--- config.mk ---
export PLATFORM = sky130hd
export DESIGN_NAME = sorted_set_table
export DESIGN_NICKNAME = d
export VERILOG_FILES = /design/src/sv/sst_pkg.sv /design/src/sv/sst_store.sv /design/src/sv/sorted_set_table.sv
export SDC_FILE = /design/constraint.sdc
export NUM_CORES = 2
export LEC_CHECK = 0
export BUFFER_PORTS_ARGS = -buffer_cell sky130_fd_sc_hd__clkbuf_2
export CAP_MARGIN = 20
export CORE_UTILIZATION = 35
export CTS_CLUSTER_SIZE = 20
export DETAILED_ROUTE_END_ITERATION = 10
export SLEW_MARGIN = 20
export SYNTH_ARGS = -nofsm -noshare
export SYNTH_HDL_FRONTEND = slang
export SYNTH_SLANG_ARGS = --single-unit
--- constraint.sdc ---
create_clock -name clk -period 7.15 [get_ports clk]
set_input_delay 0.3575 -clock clk [delete_from_list [all_inputs] [get_ports clk]]
set_output_delay 0.3575 -clock clk [all_outputs]
set_load 0.03 [all_outputs]
--- src/sv/sst_pkg.sv ---
package sst_pkg;

  // Fixed field widths of the command and response channels.
  localparam int unsigned CMD_W  = 3;
  localparam int unsigned VAL_W  = 32;
  localparam int unsigned STAT_W = 2;
  localparam int unsigned CNT_W  = 7;

  typedef enum logic [CMD_W-1:0] {
    CMD_INSERT  = 3'd0,
    CMD_DELETE  = 3'd1,
    CMD_MEMBER  = 3'd2,
    CMD_GREATER = 3'd3,
    CMD_LESS    = 3'd4
  } cmd_t;

  typedef enum logic [STAT_W-1:0] {
    ST_OK      = 2'd0,
    ST_PRESENT = 2'd1,
    ST_ABSENT  = 2'd2,
    ST_FULL    = 2'd3
  } status_t;

  typedef enum logic [3:0] {
    S_IDLE,
    S_SRCH_ISSUE,
    S_SRCH_CMP,
    S_PROBE,
    S_PROBE_CMP,
    S_EXEC,
    S_SHIFT_RD,
    S_SHIFT_WR,
    S_WRITE_NEW,
    S_FINISH
  } state_t;

endpackage

--- src/sv/sst_store.sv ---
module sst_store import sst_pkg::*; #(
  parameter int unsigned DEPTH = 64,
  localparam int unsigned AW = (DEPTH > 1) ? $clog2(DEPTH) : 1
) (
  input  logic             clk,
  input  logic             rd_en,
  input  logic [AW-1:0]    rd_addr,
  output logic [VAL_W-1:0] rd_data,
  input  logic             wr_en,
  input  logic [AW-1:0]    wr_addr,
  input  logic [VAL_W-1:0] wr_data
);

  // Single write port, single registered read port.
  logic [VAL_W-1:0] mem [DEPTH];

  always_ff @(posedge clk) begin
    if (wr_en) begin
      mem[wr_addr] <= wr_data;
    end
  end

  always_ff @(posedge clk) begin
    if (rd_en) begin
      rd_data <= mem[rd_addr];
    end
  end

endmodule

--- src/sv/sorted_set_table.sv ---
// sorted_set_table keeps a set of distinct signed 32-bit values in ascending order in a
// single-port-read, single-port-write memory of DEPTH entries, and answers one command
// per transfer on the cmd channel with one response transfer on the rsp channel. The
// commands are insert, delete, member test, count of elements greater than the value and
// count of elements less than the value; every response carries the set size after the
// command. Each command is served by signed comparisons on the memory's single read port
// under a small sequencer, so the block takes one command at a time: cmd_ready is high
// only while the sequencer is idle. A command first runs a binary search for the rank of
// its value, an issue state and a compare state per halving step and at most
// ceil(log2(N+1)) steps for N stored elements, plus a last issue state in which the
// search bounds are seen to meet. The entry at that rank is then probed (no read when
// the rank equals N) and an execute state decides. Inserts move every entry from the
// rank up by one place and deletes every entry above it, each move a memory read
// followed by a write, and an insert then writes the new value. A response passes
// through a finish state into the output register. The sequencer is idle again in the
// same cycle as the response becomes valid. The output register holds a finished response
// until it is taken, and the next command can be accepted while it waits. The count and
// set_size fields are seven bits wide; with DEPTH above 127 they carry the low seven bits
// of the true figures.
module sorted_set_table import sst_pkg::*; #(
  parameter int unsigned DEPTH = 64
) (
  input  logic              clk,
  input  logic              rst,
  input  logic              cmd_valid,
  output logic              cmd_ready,
  input  logic [CMD_W-1:0]  command,
  input  logic [VAL_W-1:0]  value,
  output logic              rsp_valid,
  input  logic              rsp_ready,
  output logic [STAT_W-1:0] status,
  output logic              found,
  output logic [CNT_W-1:0]  count,
  output logic [CNT_W-1:0]  set_size
);

  // AW indexes the memory; CW holds a count from 0 to DEPTH inclusive.
  localparam int unsigned AW = (DEPTH > 1) ? $clog2(DEPTH) : 1;
  localparam int unsigned CW = $clog2(DEPTH + 1);
  localparam logic [CW-1:0] DEPTH_C = CW'(DEPTH);
  localparam logic [CW-1:0] ONE_C   = CW'(1);
  localparam logic [CW-1:0] TWO_C   = CW'(2);

  state_t state, state_next;

  // Command being served.
  cmd_t               cmd_q;
  logic signed [31:0] value_q;

  // Binary search bounds and the probe address; lo ends as the rank of value_q.
  logic [CW-1:0] lo, hi, mid;
  logic [CW:0]   mid_sum;

  // Entry pointer and direction for the shift that opens or closes a gap.
  logic [CW-1:0] ptr;
  logic          shift_up;

  logic [CW-1:0] elem_count;
  logic          present;
  status_t       status_q;
  logic [CW-1:0] cnt_q;

  // Memory port.
  logic               mem_rd_en;
  logic [AW-1:0]      mem_rd_addr;
  logic signed [31:0] mem_rd_data;
  logic               mem_wr_en;
  logic [AW-1:0]      mem_wr_addr;
  logic [VAL_W-1:0]   mem_wr_data;

  logic cmd_xfer;
  logic rsp_free;
  logic shift_last;

  sst_store #(
    .DEPTH(DEPTH)
  ) u_store (
    .clk    (clk),
    .rd_en  (mem_rd_en),
    .rd_addr(mem_rd_addr),
    .rd_data(mem_rd_data),
    .wr_en  (mem_wr_en),
    .wr_addr(mem_wr_addr),
    .wr_data(mem_wr_data)
  );

  assign cmd_ready = (state == S_IDLE);
  assign cmd_xfer  = cmd_valid && cmd_ready;
  assign rsp_free  = !rsp_valid || rsp_ready;

  assign mid_sum = {1'b0, lo} + {1'b0, hi};

  // The last move of a shift: going up it fills the slot just above the rank, going
  // down it fills the slot just below the old top entry.
  assign shift_last = shift_up ? ((ptr - ONE_C) == lo) : ((ptr + TWO_C) == elem_count);

  // Next-state logic.
  always_comb begin
    state_next = state;
    unique case (state)
      S_IDLE: begin
        if (cmd_xfer) begin
          state_next = S_SRCH_ISSUE;
        end
      end
      S_SRCH_ISSUE: begin
        state_next = (lo < hi) ? S_SRCH_CMP : S_PROBE;
      end
      S_SRCH_CMP: begin
        state_next = S_SRCH_ISSUE;
      end
      S_PROBE: begin
        state_next = (lo < elem_count) ? S_PROBE_CMP : S_EXEC;
      end
      S_PROBE_CMP: begin
        state_next = S_EXEC;
      end
      S_EXEC: begin
        state_next = S_FINISH;
        if (cmd_q == CMD_INSERT && !present && elem_count != DEPTH_C) begin
          state_next = (lo == elem_count) ? S_WRITE_NEW : S_SHIFT_RD;
        end else if (cmd_q == CMD_DELETE && present && (lo + ONE_C) != elem_count) begin
          state_next = S_SHIFT_RD;
        end
      end
      S_SHIFT_RD: begin
        state_next = S_SHIFT_WR;
      end
      S_SHIFT_WR: begin
        if (shift_last) begin
          state_next = shift_up ? S_WRITE_NEW : S_FINISH;
        end else begin
          state_next = S_SHIFT_RD;
        end
      end
      S_WRITE_NEW: begin
        state_next = S_FINISH;
      end
      S_FINISH: begin
        if (rsp_free) begin
          state_next = S_IDLE;
        end
      end
      default: begin
        state_next = S_IDLE;
      end
    endcase
  end

  // Memory control.
  always_comb begin
    mem_rd_en   = 1'b0;
    mem_rd_addr = '0;
    mem_wr_en   = 1'b0;
    mem_wr_addr = '0;
    mem_wr_data = mem_rd_data;
    unique case (state)
      S_SRCH_ISSUE: begin
        mem_rd_en   = (lo < hi);
        mem_rd_addr = mid_sum[AW:1];
      end
      S_PROBE: begin
        mem_rd_en   = (lo < elem_count);
        mem_rd_addr = lo[AW-1:0];
      end
      S_SHIFT_RD: begin
        mem_rd_en   = 1'b1;
        mem_rd_addr = shift_up ? AW'(ptr - ONE_C) : AW'(ptr + ONE_C);
      end
      S_SHIFT_WR: begin
        mem_wr_en   = 1'b1;
        mem_wr_addr = ptr[AW-1:0];
      end
      S_WRITE_NEW: begin
        mem_wr_en   = 1'b1;
        mem_wr_addr = lo[AW-1:0];
        mem_wr_data = value_q;
      end
      default: begin
      end
    endcase
  end

  always_ff @(posedge clk) begin
    if (rst) begin
      state      <= S_IDLE;
      elem_count <= '0;
      rsp_valid  <= 1'b0;
    end else begin
      state <= state_next;
      // A finished response is loaded only when the output register is free, so a
      // transfer and a new load can fall on the same edge.
      if (state == S_FINISH && rsp_free) begin
        rsp_valid <= 1'b1;
      end else if (rsp_ready) begin
        rsp_valid <= 1'b0;
      end
      unique case (state)
        S_IDLE: begin
          if (cmd_xfer) begin
            cmd_q    <= cmd_t'(command);
            value_q  <= value;
            lo       <= '0;
            hi       <= elem_count;
            present  <= 1'b0;
            status_q <= ST_OK;
            cnt_q    <= '0;
          end
        end
        S_SRCH_ISSUE: begin
          mid <= mid_sum[CW:1];
        end
        S_SRCH_CMP: begin
          if (mem_rd_data < value_q) begin
            lo <= mid + ONE_C;
          end else begin
            hi <= mid;
          end
        end
        S_PROBE_CMP: begin
          present <= (mem_rd_data == value_q);
        end
        S_EXEC: begin
          unique case (cmd_q)
            CMD_INSERT: begin
              shift_up <= 1'b1;
              ptr      <= elem_count;
              if (present) begin
                status_q <= ST_PRESENT;
              end else if (elem_count == DEPTH_C) begin
                status_q <= ST_FULL;
              end
            end
            CMD_DELETE: begin
              shift_up <= 1'b0;
              ptr      <= lo;
              if (!present) begin
                status_q <= ST_ABSENT;
              end else if ((lo + ONE_C) == elem_count) begin
                elem_count <= elem_count - ONE_C;
              end
            end
            CMD_GREATER: begin
              cnt_q <= elem_count - lo - CW'(present);
            end
            CMD_LESS: begin
              cnt_q <= lo;
            end
            default: begin
            end
          endcase
        end
        S_SHIFT_WR: begin
          ptr <= shift_up ? (ptr - ONE_C) : (ptr + ONE_C);
          if (shift_last && !shift_up) begin
            elem_count <= elem_count - ONE_C;
          end
        end
        S_WRITE_NEW: begin
          elem_count <= elem_count + ONE_C;
        end
        S_FINISH: begin
          if (rsp_free) begin
            status    <= status_q;
            found     <= present;
            count     <= CNT_W'(cnt_q);
            set_size  <= CNT_W'(elem_count);
          end
        end
        default: begin
        end
      endcase
    end
  end

  // The stored size never exceeds the memory depth.
  a_count_bound: assert property (@(posedge clk) disable iff (rst)
    elem_count <= DEPTH_C)
    else $error("element count exceeds depth");

  // Search bounds stay ordered and inside the stored range.
  a_search_bounds: assert property (@(posedge clk) disable iff (rst)
    (state == S_SRCH_ISSUE) |-> (lo <= hi && hi <= elem_count))
    else $error("binary search bounds out of order");

  // A new value is only written when there is room for it.
  a_write_room: assert property (@(posedge clk) disable iff (rst)
    (state == S_WRITE_NEW) |-> (elem_count < DEPTH_C && !present))
    else $error("insert write with full store or duplicate");

  // A full-store response reports a full set.
  a_full_size: assert property (@(posedge clk) disable iff (rst)
    (rsp_valid && status == ST_FULL) |-> (set_size == CNT_W'(DEPTH)))
    else $error("full status with set size below depth");

  // One command at a time: after a command transfer the sequencer is busy.
  a_one_at_a_time: assert property (@(posedge clk) disable iff (rst)
    cmd_xfer |=> !cmd_ready)
    else $error("command accepted while busy");

endmodule

==> impl_metrics.json <==
{
  "area_growth_syn_to_layout_pct": 14.05,
  "gr-total-overflow": 0,
  "setup_viol": 0,
  "layout.cells.most_common": "edfxtp_1",
  "cts_resized": 0,
  "reg2reg_depth": 10,
  "grt_antenna_before_repair": 4,
  "clockPowerShare": 0.260,
  "placed_cells": 9263,
  "syn-instance-count": 6115,
  "cp-start-kind": "flip-flop",
  "drive_above_1_share": 0.1231,
  "synthSimpleGateAreaFrac": 0.09097,
  "wl_per_cell_um": 25.66,
  "post_cts_buffers": 0,
  "hold_end": "rsp_valid",
  "p_int_uw": 26880,
  "final_cell_mix": "edfxtp_1 (2171), nand2_1 (1272), a21oi_1 (451), a32oi_1 (228), clkbuf_16 (216)",
  "coreArea_um2": 251900,
  "synth_warnings": 0,
  "rrSetupSlack_ns": 2.00,
  "grt.total_usage": 0.1905,
  "drt_iter0_drc": 6629,
  "port_buffers": 57,
  "r2r_end": "u_store.rd_data[5]",
  "htree_levels": 4,
  "dp_hpwl_um": 140200,
  "syn_avg_cell_area_um2": 14.52,
  "num_rows": 184,
  "min_path_cells": 2,
  "numCtsBuffers": 215,
  "status": "completed",
  "synthTopCellsByArea": "edfxtp_1 (73%), nand2_1 (5.4%), a21oi_1 (2.5%)",
  "synth_top_family_by_area": "compound AO/OA/AOI/OAI gates",
  "p_comb_frac": 0.354,
  "syn_area_um2": 88810,
  "slew_violations": 0,
  "pwr_density_cell_nw_per_um2": 423.9,
  "grt_pass1_wl_um": 361800,
  "first_global_vias": 52030,
  "fin_cells": 9707,
  "synth_seq_area_share": 0.7368,
  "placed_area_um2": 93950,
  "via_per_inst": 5.622,
  "nNetsFinal": 6282,
  "synth_top_area_share": 0.7340,
  "syn_nets": 6228,
  "clk_latency_ns": 0.88,
  "initial_utilization": 0.3526,
  "io_pins": 58,
  "p_sw_frac": 0.3740,
  "drc": 0,
  "crit_chain": "ha_1 -> nor4bb_1 -> nor4_1 -> a311o_1 -> a222oi_1 -> nand2b_1 -> nor2_4 -> buf_4 -> a32o_1 -> nor4_2",
  "drt-pass1-iter-count": 6,
  "gp_routability_congestion": 0.8673,
  "rsz0062_at_grt": "no",
  "ys_types": 75,
  "dieWidth_um": 505.7,
  "clockBufferDepth": 3,
  "switchingPower_uw": 16060,
  "cap_violations": 0,
  "tns_ns": 0,
  "nFillCells": 22900,
  "synth_edf_count": 2171,
  "min_period_ns": 5.155,
  "chipHeight_um": 505.7,
  "synth-seq-cells": 2183,
  "path_class": "flip-flop to flip-flop",
  "worstHoldPathType": "input port to flip-flop",
  "hold_violations": 0,
  "synth-compound-area-share": 0.1081,
  "post-route-period-util": 0.7210,
  "p_leak_uw": 0.03242,
  "dieArea_um2": 255800,
  "cts_tree": "yes",
  "max_stage_delay_ns": 0.96,
  "clk_pin_slew_ns": 0.06,
  "final_antenna_net_count": 0,
  "synth_top_cell_by_area": "edfxtp_1",
  "power_frac_seq": 0.386,
  "num_vias": 54570,
  "design_area_um2": 101300,
  "synth_xor_area_frac": 0.005029,
  "path_max_fanout": 19,
  "cts_root_buffer": "clkbuf_16",
  "synthAdderAreaFrac": 0.01085,
  "slowest_stage": "a222oi_1",
  "max_freq_ghz": 0.1940,
  "finalClockSkew_ns": 0.04845,
  "crit_required_ns": 7.75,
  "critPathCaptureType": "flip-flop",
  "async_reset_ff_frac": 0,
  "slew_headroom": 0.2356,
  "routed_wl_um": 249100,
  "yosys_most_used_dff": "edfxtp_1",
  "crit_arrival_ns": 5.76,
  "hp-start": "rst",
  "worstReg2RegStart": "lo[2]",
  "cts_num_sinks": 2183,
  "synth.area.mux_share": 0.02344,
  "worst_pin_slew_ns": 1.144,
  "grt_max_degree": 135,
  "ir_drop_uv": 374.7
}
-- worst max path at each step --
stage                  start                  end  slack, ns  cells after the start
global placement       lo[2]  u_store.rd_data[31]       2.05                     10
detailed placement     lo[2]   u_store.rd_data[8]       2.15                     11
floorplan           state[0]   u_store.mem[0][22]       1.95                      8
global route           lo[2]   u_store.rd_data[5]       1.92                     10
CTS                    lo[2]   u_store.rd_data[8]       2.16                     11
finish                 lo[2]   u_store.rd_data[5]       2.00                     10
-- power by group through the flow --
stage	combinational (µW)	clock [µW]	sequential [µW]
after global placement	14800	0	16800
after global routing	16300	11800	16600
after CTS	15200	11300	16600
final	15200	11200	16600
after floorplan	9640	0	16900
after detailed placement	15100	0	16800
-- synthesized netlist by cell type, types with 19 or more instances --
library cell	n
a211oi_1	154
a21o_1	21
a21oi_1	452
a221oi_1	100
a22o_1	32
a311o_1	23
a311oi_1	124
a31o_2	32
a32o_1	31
a32oi_1	228
and2_1	117
and4b_1	20
buf_1	41
buf_2	93
buf_4	21
clkbuf_1	270
edfxtp_1	2171
ha_1	69
inv_1	65
mux2i_1	109
mux4_2	44
nand2_1	1274
nand3_1	63
nor2_1	130
nor2b_1	31
nor3b_1	37
nor4_1	19
nor4_2	30
o21ai_0	85
xnor2_1	33
-- through the flow --
stage          hold slack, ns  setup WS, ns  utilization  total power [µW]
2_1_floorplan          0.4003         1.946            -             26570
3_3_place_gp           0.4053         2.048       0.3730             31690
3_5_place_dp           0.4045         2.151       0.3730             31950
4_1_cts               0.06362         2.159       0.4021             43070
5_1_grt                0.1620         1.919       0.4022             44630
6_report               0.1307         1.995       0.4022             42940
-- worst max-delay path: cells and delay by family, from the launching register on --
| family | cells | cell delay [ns] |
|---|---|---|
| simple gates | 5 | 1.56 |
| fa+ha+maj | 1 | 0.41 |
| flops | 1 | 0.82 |
| compound gates | 3 | 1.71 |
| buf+inv | 1 | 0.38 |
-- repair_timing --
action | CTS | global route
hold endpoints to repair | 39 | 0
endpoints found under the setup margin | 0 | 0
hold buffers | 37 | 0
-- sequential cells by signal, summed over array words and instances (netlist names), 2 cells and up --
name,count
status_q,2
mid,7
u_store.rd_data,32
value_q,32
elem_count,7
hi,7
set_size,7
u_store.mem,2048
state,4
cmd_q,3
count,7
lo,7
status,2
cnt_q,7
ptr,7
-- per-layer routing --
| layer | GRT usage | vias to the layer above | share of wire |
|---|---|---|---|
| li1 | - | 23750 | - |
| met1 | 0.2654 | 28090 | 0.42 |
| met2 | 0.3009 | 2327 | 0.47 |
| met3 | 0.02555 | 404 | 0.072 |
| met4 | 0.07745 | 0 | 0.038 |
| met5 | 0 | - | 0 |
-- final cells by class --
class,instances,area [µm²],share of cell area
Antenna cell,5,12.51,0.0001235
Tap cell,3348,4189,0.04135
Multi-Input combinational cell,3430,22140,0.2186
Timing Repair Buffer,274,2320,0.02290
Sequential cell,2183,65430,0.6460
Clock inverter,144,1390,0.01372
Clock buffer,258,5563,0.05492
Inverter,65,246.5,0.002433
-- kinds of logic (layout without fill, tap and decap cells) --
| logic type | Yosys count | count (layout) |
|---|---|---|
| AND/OR/NAND/NOR | 1807 | 1807 |
| XOR/XNOR | 51 | 51 |
| other | 0 | 5 |
| buffers and inverters | 502 | 741 |
| multiplexers | 153 | 153 |
| adder cells (fa/ha/maj) | 74 | 74 |
| flip-flops | 2183 | 2183 |
| AO/OA/AOI/OAI | 1345 | 1345 |
No activity file was read; power rests on OpenSTA's default activity.
